### config.mk
export PLATFORM = sky130hd
export DESIGN_NAME = aesctr_csr
export DESIGN_NICKNAME = d
export VERILOG_FILES = /design/src/design/aesctr_pkg.sv /design/src/design/aesctr_csr.sv
export SDC_FILE = /design/constraint.sdc
export NUM_CORES = 1
export LEC_CHECK = 0
export BUFFER_PORTS_ARGS = -buffer_cell sky130_fd_sc_hd__buf_2
export CORE_MARGIN = 5
export CORE_UTILIZATION = 50
export DETAILED_ROUTE_END_ITERATION = 10
export PLACE_DENSITY_LB_ADDON = 0.3
export SYNTH_ARGS = -nofsm -noshare
export SYNTH_HDL_FRONTEND = slang
export SYNTH_SLANG_ARGS = --single-unit
### constraint.sdc
create_clock -name clock -period 1.6 [get_ports clock]
set_input_delay 0.32 -clock clock [delete_from_list [all_inputs] [get_ports clock]]
set_output_delay 0.32 -clock clock [all_outputs]
set_load 0.02 [all_outputs]
### src/design/aesctr_pkg.sv
// ----------------------------------------------------------------------------
// aesctr_pkg
// Shared types, constants and byte-level helpers of the AES-128 CTR core.
// ----------------------------------------------------------------------------
package aesctr_pkg;

   localparam int unsigned STATE_BYTES = 16;
   localparam int unsigned ROUNDS      = 10;
   localparam logic [4:0]  BLOCK_BYTES = 5'd16;
   localparam int unsigned CSR_AW      = 5;

   // Register index, taken from paddr[4:3].
   localparam logic [1:0] REG_KEY_HIGH = 2'd0;
   localparam logic [1:0] REG_KEY_LOW  = 2'd1;
   localparam logic [1:0] REG_NONCE    = 2'd2;

   typedef struct packed {
      logic [127:0] key;
      logic [63:0]  nonce;
   } cfg_type;

   // Side data that travels with each block through the rounds.
   typedef struct packed {
      logic [127:0] data;
      logic [4:0]   cnt;
      logic         wrap;
   } aux_type;

   typedef logic [7:0] state_arr_type [STATE_BYTES];

   localparam logic [7:0] RCON [ROUNDS] = '{
      8'h01, 8'h02, 8'h04, 8'h08, 8'h10, 8'h20, 8'h40, 8'h80, 8'h1b, 8'h36
   };

   localparam logic [7:0] SBOX [256] = '{
      8'h63,8'h7c,8'h77,8'h7b,8'hf2,8'h6b,8'h6f,8'hc5,8'h30,8'h01,8'h67,8'h2b,8'hfe,8'hd7,8'hab,8'h76,
      8'hca,8'h82,8'hc9,8'h7d,8'hfa,8'h59,8'h47,8'hf0,8'had,8'hd4,8'ha2,8'haf,8'h9c,8'ha4,8'h72,8'hc0,
      8'hb7,8'hfd,8'h93,8'h26,8'h36,8'h3f,8'hf7,8'hcc,8'h34,8'ha5,8'he5,8'hf1,8'h71,8'hd8,8'h31,8'h15,
      8'h04,8'hc7,8'h23,8'hc3,8'h18,8'h96,8'h05,8'h9a,8'h07,8'h12,8'h80,8'he2,8'heb,8'h27,8'hb2,8'h75,
      8'h09,8'h83,8'h2c,8'h1a,8'h1b,8'h6e,8'h5a,8'ha0,8'h52,8'h3b,8'hd6,8'hb3,8'h29,8'he3,8'h2f,8'h84,
      8'h53,8'hd1,8'h00,8'hed,8'h20,8'hfc,8'hb1,8'h5b,8'h6a,8'hcb,8'hbe,8'h39,8'h4a,8'h4c,8'h58,8'hcf,
      8'hd0,8'hef,8'haa,8'hfb,8'h43,8'h4d,8'h33,8'h85,8'h45,8'hf9,8'h02,8'h7f,8'h50,8'h3c,8'h9f,8'ha8,
      8'h51,8'ha3,8'h40,8'h8f,8'h92,8'h9d,8'h38,8'hf5,8'hbc,8'hb6,8'hda,8'h21,8'h10,8'hff,8'hf3,8'hd2,
      8'hcd,8'h0c,8'h13,8'hec,8'h5f,8'h97,8'h44,8'h17,8'hc4,8'ha7,8'h7e,8'h3d,8'h64,8'h5d,8'h19,8'h73,
      8'h60,8'h81,8'h4f,8'hdc,8'h22,8'h2a,8'h90,8'h88,8'h46,8'hee,8'hb8,8'h14,8'hde,8'h5e,8'h0b,8'hdb,
      8'he0,8'h32,8'h3a,8'h0a,8'h49,8'h06,8'h24,8'h5c,8'hc2,8'hd3,8'hac,8'h62,8'h91,8'h95,8'he4,8'h79,
      8'he7,8'hc8,8'h37,8'h6d,8'h8d,8'hd5,8'h4e,8'ha9,8'h6c,8'h56,8'hf4,8'hea,8'h65,8'h7a,8'hae,8'h08,
      8'hba,8'h78,8'h25,8'h2e,8'h1c,8'ha6,8'hb4,8'hc6,8'he8,8'hdd,8'h74,8'h1f,8'h4b,8'hbd,8'h8b,8'h8a,
      8'h70,8'h3e,8'hb5,8'h66,8'h48,8'h03,8'hf6,8'h0e,8'h61,8'h35,8'h57,8'hb9,8'h86,8'hc1,8'h1d,8'h9e,
      8'he1,8'hf8,8'h98,8'h11,8'h69,8'hd9,8'h8e,8'h94,8'h9b,8'h1e,8'h87,8'he9,8'hce,8'h55,8'h28,8'hdf,
      8'h8c,8'ha1,8'h89,8'h0d,8'hbf,8'he6,8'h42,8'h68,8'h41,8'h99,8'h2d,8'h0f,8'hb0,8'h54,8'hbb,8'h16
   };

   function automatic logic [7:0] xt(input logic [7:0] v);
      return {v[6:0], 1'b0} ^ (v[7] ? 8'h1b : 8'h00);
   endfunction

   // Byte 0 of a block sits in the top bits of the 128-bit word.
   function automatic state_arr_type unpack_state(input logic [127:0] s);
      state_arr_type a;
      for (int q = 0; q < STATE_BYTES; q++) begin
         a[q] = s[127 - 8*q -: 8];
      end
      return a;
   endfunction

   function automatic logic [127:0] pack_state(input state_arr_type a);
      logic [127:0] s;
      for (int q = 0; q < STATE_BYTES; q++) begin
         s[127 - 8*q -: 8] = a[q];
      end
      return s;
   endfunction

endpackage

### src/design/aesctr_csr.sv
// ----------------------------------------------------------------------------
// aesctr_csr
// Key and nonce registers behind the APB-style configuration port.
// ----------------------------------------------------------------------------
module aesctr_csr import aesctr_pkg::*; (
   input  logic              clock,
   input  logic              reset,
   input  logic              psel,
   input  logic              penable,
   input  logic              pwrite,
   input  logic [CSR_AW-1:0] paddr,
   input  logic [63:0]       pwdata,
   output logic [63:0]       prdata,
   output cfg_type           cfg
);

   logic [63:0] key_high_ff;
   logic [63:0] key_low_ff;
   logic [63:0] nonce_ff;
   logic        wr_en;
   logic [1:0]  reg_idx;

   assign wr_en   = psel & penable & pwrite;
   assign reg_idx = paddr[4:3];

   always_ff @(posedge clock) begin
      if (reset) begin
         key_high_ff <= '0;
         key_low_ff  <= '0;
         nonce_ff    <= '0;
      end else if (wr_en) begin
         unique case (reg_idx)
            REG_KEY_HIGH: key_high_ff <= pwdata;
            REG_KEY_LOW:  key_low_ff  <= pwdata;
            REG_NONCE:    nonce_ff    <= pwdata;
            default:      ;
         endcase
      end
   end

   always_comb begin
      unique case (reg_idx)
         REG_KEY_HIGH: prdata = key_high_ff;
         REG_KEY_LOW:  prdata = key_low_ff;
         REG_NONCE:    prdata = nonce_ff;
         default:      prdata = '0;
      endcase
   end

   assign cfg.key   = {key_high_ff, key_low_ff};
   assign cfg.nonce = nonce_ff;

endmodule

# == Word-level counts from Yosys, hierarchy flattened ==
# Cells that the tools add are included.
# word_totals
inputBits,74
out_inout_bits,256
reg_bits,192
elab_cells,12
# classes
reduce_logical,4
bitwise,2
mux,1
eq_ne,2
# ops
operator,count
case mux 64 bit (3 select lines),1
AND reduction 2 bit,3
bitwise AND 1 bit,2
== test 2 x 1 -> 1 bit (second input constant),1
== test 2 bit (second input constant),1
zero test 2 bit,1

# == Depth between registers and ports, before layout ==
# depth
depth_word,3
ltp_mapped,5
mapped_depth_nobuf,3

# == Worst setup path after synthesis ==
# No wires, ideal clock.
# synth_timing
path_kind,input -> output
from,input port paddr[3]
to,output port prdata[10]
arrival_time_ns,1.368
required_ns,1.280
setup_slack_ns,-0.088
path_buffers,2
stages,4
path_cell_list,buf_2 > buf_2 > mux2i_1 > o21ai_0
# synth_via
elab_chain_len,2
elab_cells_between_ends,4
classes_between,eq/ne (2); mux (1); reduce/logical (1)
# synth_rtl
element,line_no,rtl
"start, declared",aesctr_csr.sv:11,"input logic [CSR_AW-1:0] paddr,"
"== test 2 bit, or another cell as far along",aesctr_csr.sv:42,unique case (reg_idx)
case mux 64 bit (3 select lines) (*),aesctr_csr.sv:42,
"end, declared",aesctr_csr.sv:13,"output logic [63:0] prdata,"
# Mark *: on every way between the ends. The rest lies on a longest branch, timed or not.

# == Worst setup path after layout ==
# layout_timing
from,input port paddr[4]
to,output port prdata[17]
# The elaborated chain is that of the path after synthesis.

==> results.md <==
- Maximum vdd drop: 0.697 mV
- Sequential cell area fraction in the yosys report: 42.9%
- P_sw: 0.00260 W
- Combinational share of power: under 10%
- Adder-Cell Fraction of Synth Area: 0%
- Synth Area in Simple Gates: between 20% and 30%
- Min cycle time layout: 1.58 ns
- IO Count: 330
- Vias: 7488
- Routed wire length: 25900 um
- Number of max-cap violations: 0
- Cell mode on critical path: buf_2
- Die area: 20700 sq um
- Global Route Usage Sum: 23.5%
- Hold/Removal Path Class: primary input to flop
- Tcrit/Tclk final: around 99%
- Mapped Cells: 909
- Synth Register Bits: 192
- Worst-path fanout max: 19
- Start point of the critical path: paddr[4]
- XOR/XNOR share of the synthesized area: 0%
- Chip width: 144 um
- Internal: 0.00737 W
- First-pass DRT Iterations: 4
- Setup violations, final: 0
- Die H: 144 um
- Max-slew headroom: 72.5%
- CP max stage cell: clkbuf_16
- Type of destination of the critical path: output port
- First-pass GRT wire length: roughly 39000 um
- Worst Tran Pin Value: around 0.41 ns
- Compound-cell area share of the yosys netlist: around 3.6%
- Area delta synth->final: 32.5%
- Status: finished, final reports clean
- Largest family of logic cells by synthesized area: multiplexers
- R2r startpoint: nonce_ff[13]
- Via density: between 5 and 6
- Unrepaired setup endpoints after global routing: yes
- H-tree Lvls: 4
- Drt wl/cell: 17.6 um
- Clock Skews: 0 ns
- Cell Rows: 49
- Synthesized Nets: 983
- Area contributors post-synth: dfxtp_1, mux2i_1, nand2b_1
- Clock sinks: 192
- Worst hold slack: 0.202 ns
- Final Hold Vio Count: 0
- Highest Clock Rate: 631 MHz
- Worst Path Buf+Inv: 4
- Switching share of power: 26.1%
- Required time of the worst setup path: 1.28 ns
- Max Root-Sink Buffers: 2
- Mapped cell area: 8970 sq um
- IO Port Bufs: 326
- CTS buffer count: 17
- Post-synthesis mux area share: 28.6%
- Later-pin clock latency in the skew report: 0.42 ns
- Setup crit start kind: primary input
- Yosys top cell by area: dfxtp_1
- Core Area: 17800 sq um
- Count of cell types in the netlist: 17
- Area of the multi-input gates: 4800 sq um
- CP arrival: 1.26 ns
- Layout cells sized above 1: 34.0%
- Final ANT Viol Nets: 0
- Initial Util: 50.3%
- TritonCTS clock tree: built
- Remaining global-route overflow: 0
- Layout Cells excl Fill: 1474
- First DRT Iteration DRCs: 299
- Register Area: 3860 sq um
- Share of Yosys cell area claimed by the top area cell type: 42.9%
- PD cells: 839 nW/um^2
- Leak: 6.14 nW
- Inst Count DP: between 1000 and 1500
- Design Power: 0.00997 W
- Final net count: 1305
- Crit-path cells: buf_2, nor2b_4, buf_12, clkbuf_16, nand2_1, o21ai_1, buf_2
- Clock power frac: between 40 and 50%
- Synth warn: 0
- CTS root buffer: clkbuf_16
- Vias in the first global route: approximately 7400
- Antenna violations before repair: 2
- Path type of the worst setup path: primary input to output port
- Clk slew on worst S/H paths: approximately 0.080 ns
- Largest net degree at the start of global routing: 121
- CP top delay family: buffers and inverters
- Hold_sp: pwdata[19]
- CP max stage delay: about 0.2 ns
- Post-route DRC: 0
- Final HPWL DP: 18100 um
- Synth Area per Inst: 9.87 sq um
- Seq pwr share: 49.1%
- Gp weighted congestion: just under 0.8
- Fin. max-slew vios: 0
- Layout fillers: 1452
synthesized netlist by cell type:
cell type	number
buf_1	2
nor2b_1	1
buf_6	6
nand3_2	1
nor3_1	1
nand2_1	64
dfxtp_1	192
o21ai_0	64
nor3b_1	1
or3_1	1
mux2i_1	256
buf_4	5
nand2b_1	256
clkbuf_1	38
buf_2	19
or3b_1	1
nand4_1	1
state kept, by name (all words and copies together), names as in the netlist:
register / cells
key_low_ff: 64
key_high_ff: 64
nonce_ff: 64
tightest hold or removal path: cells and delay by family:
kind          cells  cell delay, ns
mux               1            0.07
buf+inv           1            0.10
simple gates      1            0.09
routing by layer:
metal	vias to the layer above	routed length, um	GRT usage (%)
li1	3693	-	-
met1	3480	11300	30.4
met2	266	12100	38.4
met3	47	1910	5.52
met4	2	659	8.42
met5	-	18	0
layout by cell type, fill, tap and decap left out:
master and n:
inv_6 5, clkinv_8 3, buf_12 17, clkbuf_16 22
o21ai_0 2, nand3_2 1, inv_8 2, buf_6 5
nand2b_1 256, clkinv_2 3, nor3_2 1, mux2i_2 1
dfxtp_2 12, mux2i_1 255, nand4_1 1, nor3b_2 1
or3_1 1, diode_2 1, dfxtp_1 180, buf_8 3
nor2b_4 1, o21ai_1 62, clkinv_4 2, nand2_1 64
buf_4 34, or3b_4 1, buf_2 309
through the flow:
stage                     cell area [sq um]  utilization [%]  worst slack, ns  TNS (ns)
after floorplan                        8970                -           0.0605         0
after global placement                11000             61.8          -0.0248   -0.0743
after detailed placement              11000             61.8          -0.0280    -0.105
after CTS                             11600             65.1         -0.00468  -0.00514
after global routing                  11900             66.6          -0.0346   -0.0978
final                                 11900             66.6           0.0163         0
cells by family (layout without fill, tap and decap cells):
group / count (synthesis) / count (layout)
AO/OA/AOI/OAI: 64 / 64
buffers and inverters: 70 / 405
other: 0 / 1
flip-flops: 192 / 192
AND/OR/NAND/NOR: 327 / 327
multiplexers: 256 / 256
path summary, 6_finish.rpt:
path	cells past startpoint	slack [ns]	endpoint
worst max-delay path	7	0.02	prdata[17]
worst max register to register	2	0.94	nonce_ff[13]
worst min register to register	2	0.48	key_high_ff[20]
worst min-delay path	3	0.20	key_low_ff[19]
power groups by stage:
stage                     clock, W  sequential [W]  combinational, W
after floorplan                  0         0.00507          0.000491
after global placement           0         0.00500          0.000897
after detailed placement         0         0.00500          0.000904
after global routing       0.00437         0.00490           0.00105
final                      0.00410         0.00489          0.000982
after CTS                  0.00419         0.00489          0.000910
cell type report:
class	count	share of cell area, %
antenna	1	0.0211
tap	229	2.41
multi-input combinational	647	40.4
sequential	192	32.5
timing repair buffer	373	19.9
clock buffer	17	3.58
clock inverter	15	1.24
repair_timing:
item / 4_1_cts / 5_1_grt
pin swaps: 0 / 1
setup buffers: 0 / 4
hold buffers: 0 / 0
resized for setup: 4 / 40
endpoints found under the setup margin: 18 / 54
hold endpoints to repair: 0 / 0
gates cloned: 0 / 5
Note: power is estimated with default switching activity, not from simulation.
